<file path="config.mk">
export PLATFORM = sky130hd
export DESIGN_NAME = top_k_magnitude_tracker
export DESIGN_NICKNAME = d
export VERILOG_FILES = /design/src/tkm_pkg.sv /design/src/tkm_cell.sv /design/src/top_k_magnitude_tracker.sv
export SDC_FILE = /design/constraint.sdc
export NUM_CORES = 1
export LEC_CHECK = 0
export ABC_AREA = 1
export CAP_MARGIN = 20
export CORE_ASPECT_RATIO = 1.5
export CORE_MARGIN = 2
export CORE_UTILIZATION = 51
export CTS_CLUSTER_DIAMETER = 150
export DETAILED_ROUTE_END_ITERATION = 8
export DONT_BUFFER_PORTS = 1
export PLACE_DENSITY = 0.66
export SLEW_MARGIN = 20
export SYNTH_ARGS = -nofsm -noshare
export SYNTH_HDL_FRONTEND = slang
export SYNTH_SLANG_ARGS = --single-unit
</file>
<file path="constraint.sdc">
create_clock -name clk -period 4.7 [get_ports clk]
set_input_delay 0.47 -clock clk [delete_from_list [all_inputs] [get_ports clk]]
set_output_delay 0.47 -clock clk [all_outputs]
set_load 0.05 [all_outputs]
</file>
<file path="src/tkm_pkg.sv">
// Shared types, constants and helpers for the top-k magnitude tracker.
// No dependencies; every other file imports this package.
`timescale 1ns / 1ps

package tkm_pkg;

  localparam int TOP_COUNT = 5;
  localparam int IDX_W     = (TOP_COUNT > 1) ? $clog2(TOP_COUNT) : 1;
  localparam int RANK_W    = 4;
  localparam int OBJ_W     = 17;
  localparam int AMT_W     = 32;
  localparam int INDEX_W   = 16;

  localparam logic [1:0] KIND_INSERT = 2'd0;
  localparam logic [1:0] KIND_CLEAR  = 2'd1;
  localparam logic [1:0] KIND_READ   = 2'd2;

  localparam logic [OBJ_W-1:0] EMPTY_OBJECT  = '1;
  localparam logic [AMT_W-1:0] MINUS_ONE_Q16 = 32'hFFFF_0000;

  typedef struct packed {
    logic             category;
    logic [OBJ_W-1:0] object;
    logic [AMT_W-1:0] amount;
  } entry_t;

  // One wavefront moving down the chain: an insert carrying an entry, or a clear.
  typedef struct packed {
    logic   valid;
    logic   clear;
    entry_t ent;
  } tok_t;

  localparam entry_t EMPTY_ENTRY = '{category: 1'b0, object: EMPTY_OBJECT,
                                     amount: MINUS_ONE_Q16};

  // Two's complement absolute value; the most negative code maps to 2^31.
  function automatic logic [AMT_W-1:0] magnitude(input logic [AMT_W-1:0] raw);
    magnitude = raw[AMT_W-1] ? (~raw + AMT_W'(1)) : raw;
  endfunction

endpackage

</file>
<file path="src/tkm_cell.sv">
// One rank of the sorted list: holds a slot and swaps with the passing entry.
// Depends on tkm_pkg.
`timescale 1ns / 1ps

module tkm_cell import tkm_pkg::*; (
  input  logic   clk,
  input  logic   rst,
  input  tok_t   tok_in,
  output tok_t   tok_out,
  output entry_t slot
);

  logic take;

  assign take = !tok_in.clear && (magnitude(tok_in.ent.amount) > magnitude(slot.amount));

  // The displaced entry carries on; on a tie or a loss the candidate itself does.
  always_ff @(posedge clk) begin
    tok_out.clear <= tok_in.clear;
    tok_out.ent   <= (tok_in.valid && take) ? slot : tok_in.ent;
    if (rst) begin
      slot          <= EMPTY_ENTRY;
      tok_out.valid <= 1'b0;
    end else begin
      tok_out.valid <= tok_in.valid;
      if (tok_in.valid) begin
        if (tok_in.clear) begin
          slot <= EMPTY_ENTRY;
        end else if (take) begin
          slot <= tok_in.ent;
        end
      end
    end
  end

endmodule

</file>
<file path="src/top_k_magnitude_tracker.sv">
// Top-k magnitude tracker: a chain of tkm_cell ranks plus a read-out sequencer.
// Depends on tkm_pkg and tkm_cell.
`timescale 1ns / 1ps

// Insert and clear items are taken one per cycle while no read is pending or active.
// Each starts a wave that passes down the rank registers in order, rank 0 first, and
// the list settles once the last wave has left the chain. A read item waits for the
// chain to drain, then enters the reading state and emits TOP_COUNT items, one per
// cycle when the output is ready, rank 0 first, with tlast on the final one. No input
// item is taken from the acceptance of a read until its last item is loaded into the
// output register.
module top_k_magnitude_tracker import tkm_pkg::*; (
  input  logic        clk,
  input  logic        rst,
  input  logic        s_tvalid,
  output logic        s_tready,
  input  logic [55:0] s_tdata,   // object_type[0], object_index[16:1], value[48:17]
  input  logic [1:0]  s_tuser,   // kind[1:0]
  output logic        m_tvalid,
  input  logic        m_tready,
  output logic [55:0] m_tdata,   // rank[3:0], entry_category[4], entry_object[21:5],
                                 // entry_amount[53:22]
  output logic        m_tlast
);

  tok_t   tok_chain [TOP_COUNT+1];
  entry_t slots     [TOP_COUNT];

  logic              s_accept;
  logic              chain_busy;
  logic              rd_pend;
  logic              reading;
  logic [IDX_W-1:0]  rd_idx;
  logic              rd_final;
  logic              out_load;
  logic [RANK_W-1:0] out_rank;
  entry_t            out_ent;
  logic              out_last;

  assign s_accept = s_tvalid && s_tready;
  assign s_tready = !rd_pend && !reading;

  always_comb begin
    tok_chain[0].valid        = s_accept && (s_tuser == KIND_INSERT || s_tuser == KIND_CLEAR);
    tok_chain[0].clear        = (s_tuser == KIND_CLEAR);
    tok_chain[0].ent.category = s_tdata[0];
    tok_chain[0].ent.object   = {1'b0, s_tdata[INDEX_W:1]};
    tok_chain[0].ent.amount   = s_tdata[INDEX_W+AMT_W:INDEX_W+1];
  end

  for (genvar k = 0; k < TOP_COUNT; k++) begin : g_cell
    tkm_cell u_cell (
      .clk     (clk),
      .rst     (rst),
      .tok_in  (tok_chain[k]),
      .tok_out (tok_chain[k+1]),
      .slot    (slots[k])
    );
  end

  always_comb begin
    chain_busy = 1'b0;
    for (int k = 1; k <= TOP_COUNT; k++) begin
      chain_busy = chain_busy | tok_chain[k].valid;
    end
  end

  assign rd_final = (rd_idx == IDX_W'(TOP_COUNT - 1));
  assign out_load = reading && (!m_tvalid || m_tready);

  always_ff @(posedge clk) begin
    if (rst) begin
      rd_pend  <= 1'b0;
      reading  <= 1'b0;
      rd_idx   <= '0;
      m_tvalid <= 1'b0;
    end else begin
      if (s_accept && s_tuser == KIND_READ) begin
        rd_pend <= 1'b1;
      end
      // The read starts only once every wave in flight has left the chain.
      if (rd_pend && !chain_busy) begin
        rd_pend <= 1'b0;
        reading <= 1'b1;
        rd_idx  <= '0;
      end
      if (out_load) begin
        m_tvalid <= 1'b1;
        if (rd_final) begin
          reading <= 1'b0;
        end else begin
          rd_idx <= rd_idx + IDX_W'(1);
        end
      end else if (m_tready) begin
        m_tvalid <= 1'b0;
      end
    end
  end

  always_ff @(posedge clk) begin
    if (out_load) begin
      out_rank <= RANK_W'(rd_idx);
      out_ent  <= slots[rd_idx];
      out_last <= rd_final;
    end
  end

  assign m_tdata = {2'b00, out_ent.amount, out_ent.object, out_ent.category, out_rank};
  assign m_tlast = out_last;

  a_read_on_idle_chain: assert property (@(posedge clk) disable iff (rst)
    reading |-> !chain_busy)
    else $error("read out overlaps a wave in the chain");

  a_read_via_pending: assert property (@(posedge clk) disable iff (rst)
    $rose(reading) |-> $past(rd_pend))
    else $error("read out started without a pending read");

  a_pend_excl: assert property (@(posedge clk) disable iff (rst)
    !(rd_pend && reading))
    else $error("pending read and active read at once");

  a_last_rank: assert property (@(posedge clk) disable iff (rst)
    (m_tvalid && m_tlast) |-> (m_tdata[RANK_W-1:0] == RANK_W'(TOP_COUNT - 1)))
    else $error("tlast on a rank other than the final one");

  for (genvar k = 0; k < TOP_COUNT - 1; k++) begin : g_order_chk
    a_sorted: assert property (@(posedge clk) disable iff (rst)
      (!chain_busy && !tok_chain[0].valid) |=>
        (chain_busy || magnitude(slots[k].amount) >= magnitude(slots[k+1].amount)))
      else $error("list out of magnitude order while idle");
  end

endmodule

</file>
==> flow_summary.json <==
{
  "die_x_um": 209.0,
  "startpoint_type": "flip-flop",
  "tns_ns": 0,
  "worst-path-buf-inv": 2,
  "drt_iter0_drc": 2495,
  "hold_buffers": 45,
  "timing.final.crit_share": 0.9595,
  "drive_gt1_frac": 0.05547,
  "critical-path-slowest-cell": "o21ai_0",
  "worstPathArrival_ns": 4.99,
  "antenna_found_initial": 6,
  "yosys.area.top_type": "dfxtp_1",
  "period_minus_slack_ns": 4.510,
  "nNetsFinal": 4843,
  "required_ns": 5.18,
  "yosys-top-cells-area": "dfxtp_1 (29%), nand2_1 (12%), nand3_1 (8.1%), xor2_1 (7.0%), ha_1 (6.7%)",
  "coreArea_um2": 62220,
  "postSynthCellCount": 4670,
  "ir_drop_uv": 291.8,
  "outcome": "finished, final reports clean",
  "finalHoldViolations": 0,
  "routedWlPerCell_um": 20.74,
  "postCtsSetupBuffers": 0,
  "slew_headroom": 0.1868,
  "synth_seq_cells": 519,
  "yosysWarnings": 0,
  "postRouteAntennaNets": 0,
  "vias": 30970,
  "syn_area_um2": 32140,
  "clock_path_buffers": 3,
  "cp_top_family": "simple AND/OR/NAND/NOR gates",
  "yosysSeqAreaShare": 0.3400,
  "slew_violations": 0,
  "critical_path_class": "flip-flop to flip-flop",
  "grt_pass1_vias": 29400,
  "final_area_um2": 35100,
  "synth_top_area_frac": 0.2896,
  "slowest_delay_ns": 0.58,
  "cp_cell_sequence": "inv_1 -> ha_1 -> nand2_1 -> nor2_1 -> nand2_1 -> nor2_1 -> and3_1 -> nor2_1 -> a21oi_2 -> nand2_1 -> xor2_1 -> ha_1 -> nand2_1 -> nor2_1 -> nand2_1 -> nor4_4 -> a21oi_4 -> nand2_4 -> nor2_4 -> buf_12 -> o21ai_0",
  "dp_hpwl_um": 87280,
  "ios": 121,
  "clock_sinks": 519,
  "pwr_density_cell_nw_per_um2": 372.4,
  "tightest_slew_ns": 1.207,
  "syn_to_final_growth_pct": 9.202,
  "root_buffer": "clkbuf_16",
  "port-buffer-count": 0,
  "fp.dieH_um": 311.5,
  "start_util": 0.5166,
  "avgViaCountPerCell": 5.680,
  "worstSetupEndpointType": "flip-flop",
  "placementRows": 112,
  "wirelength_um": 113100,
  "syn_avg_cell_area_um2": 6.883,
  "setup_viol": 0,
  "yosysUniqueCellTypes": 51,
  "grt_use_total": 0.3416,
  "synth_edf_count": 54,
  "async_flop_share": 0,
  "htree_levels": 2,
  "overflow": 0,
  "gp_congestion": 1.028,
  "min_path_type": "primary input to flip-flop",
  "finClkSkew_ns": 0.06199,
  "place_area_um2": 32900,
  "synth-main-ff-cell": "dfxtp_1",
  "first_pass_iters": 5,
  "post_cts_resized": 0,
  "floorplan.die_area_um2": 65090,
  "grt_pass1_wl_um": 171500,
  "crit_top_cell": "nand2_1",
  "clkTransAtPathRegs_ns": 0.07,
  "fmax_mhz": 221.7,
  "drv_cap": 0,
  "rsz0062_at_grt": "no",
  "holdWs_ns": 0.02677,
  "grt_max_degree": 96,
  "leakagePower_uw": 0.01629,
  "clkLatencyLatePin_ns": 0.65,
  "cts_tree": "yes",
  "drc_errors": 0,
  "crit_fanout": 61,
  "numCtsBuffers": 50
}
[power breakdown]
| part | internal [µW] | total (µW) | switching, µW |
|---|---|---|---|
| Sequential | 4840 | 5280 | 443 |
| Clock | 2230 | 4130 | 1900 |
| Combinational | 1270 | 3660 | 2390 |
[placed cells by master, fill, tap and decap left out, types with 9 or more instances in the layout]
cell type / n
o211ai_1: 9
a31oi_1: 11
o31ai_1: 10
xnor2_1: 20
nor4_1: 34
ha_1: 172
edfxtp_1: 54
nor3_1: 56
nand3_1: 519
nand2_1: 1006
or2_2: 24
dlygate4sd3_1: 44
a21oi_1: 315
a221o_1: 17
clkinv_2: 9
inv_1: 497
clkinv_1: 10
nand4_1: 112
dfxtp_1: 462
clkbuf_16: 52
buf_4: 92
o21ai_1: 42
nor2_1: 346
o21a_1: 9
xor2_1: 257
o21ai_0: 352
clkbuf_1: 10
[cell type report]
type                       count  area, µm²
tap                          798      998.5
sequential                   519      10940
timing repair buffer         146       1346
clock buffer                  69       1435
inverter                     511       1918
clock inverter                25      244.0
antenna                        3      7.507
fill                        6246      27120
multi-input combinational   3381      18220
[worst paths after layout]
check | from | endpoint | slack [ns] | cells after the start
worst max-delay path | g_cell[0].u_cell.tok_out[0] | g_cell[1].u_cell.tok_out[1] | 0.19 | 21
worst min-delay path | s_tdata[7] | g_cell[0].u_cell.tok_out[38] | 0.03 | 2
worst max register to register | g_cell[0].u_cell.tok_out[0] | g_cell[1].u_cell.tok_out[1] | 0.19 | 21
worst min register to register | g_cell[0].u_cell.slot[48] | g_cell[0].u_cell.tok_out[48] | 0.45 | 2
[through the flow]
stage,total power [µW],setup WS (ns),utilization,std cells
after floorplan,7837,1.383,-,4672
after global placement,8882,0.2246,0.5288,5308
after detailed placement,8924,0.2099,0.5288,5308
after CTS,13080,0.1833,0.5633,5447
after global routing,13780,0.04754,0.5640,5449
final,13070,0.1904,0.5642,5452
[cells in the mapped netlist, types with 2 or more instances]
| library cell | count |
|---|---|
| nand2_1 | 1008 |
| nand3_1 | 520 |
| inv_1 | 498 |
| dfxtp_1 | 465 |
| o21ai_0 | 353 |
| nor2_1 | 347 |
| a21oi_1 | 318 |
| xor2_1 | 257 |
| ha_1 | 172 |
| clkbuf_1 | 171 |
| nand4_1 | 112 |
| buf_2 | 61 |
| nor3_1 | 56 |
| edfxtp_1 | 54 |
| o21ai_1 | 41 |
| nor4_1 | 34 |
| or2_2 | 24 |
| xnor2_1 | 20 |
| a221o_1 | 17 |
| buf_1 | 14 |
| a31oi_1 | 11 |
| buf_4 | 10 |
| o31ai_1 | 10 |
| o211ai_1 | 9 |
| o21a_1 | 9 |
| clkinv_1 | 7 |
| nor3_2 | 7 |
| inv_2 | 6 |
| nand3b_1 | 6 |
| nor2_2 | 6 |
| buf_6 | 5 |
| nand2_2 | 5 |
| a21oi_2 | 4 |
| a41oi_1 | 4 |
| nor2_4 | 4 |
| a21o_1 | 3 |
| nor3_4 | 3 |
| nor3b_1 | 3 |
| nor4_4 | 2 |
| o22ai_1 | 2 |
| or3_1 | 2 |
[routing by layer]
metal | vias to the layer above | share of wire | global-route usage
met3 | 365 | 0.064 | 0.04736
met5 | - | 0.00022 | 0
li1 | 15250 | - | -
met2 | 1165 | 0.48 | 0.5950
met1 | 14190 | 0.37 | 0.3769
met4 | 4 | 0.087 | 0.2560
[cell families (layout without fill, tap and decap cells)]
kind of cell,after synthesis,count (layout),share of synthesized area
other cells,1,6,0.0001167
simple gates,2144,2144,0.2934
buf+inv,772,751,0.09486
fa+ha+maj,172,172,0.06695
compound gates,785,785,0.1292
flops,519,519,0.3400
xor+xnor,277,277,0.07547
[state kept, by name, summed over array words and instances, names as in the netlist]
register	cells
rd_pend	1
reading	1
g_cell.u_cell.slot	250
out_rank	3
m_tvalid	1
m_tlast	1
rd_idx	3
g_cell.u_cell.tok_out	209
m_tdata	50
Power figures use the tool's default switching activity.
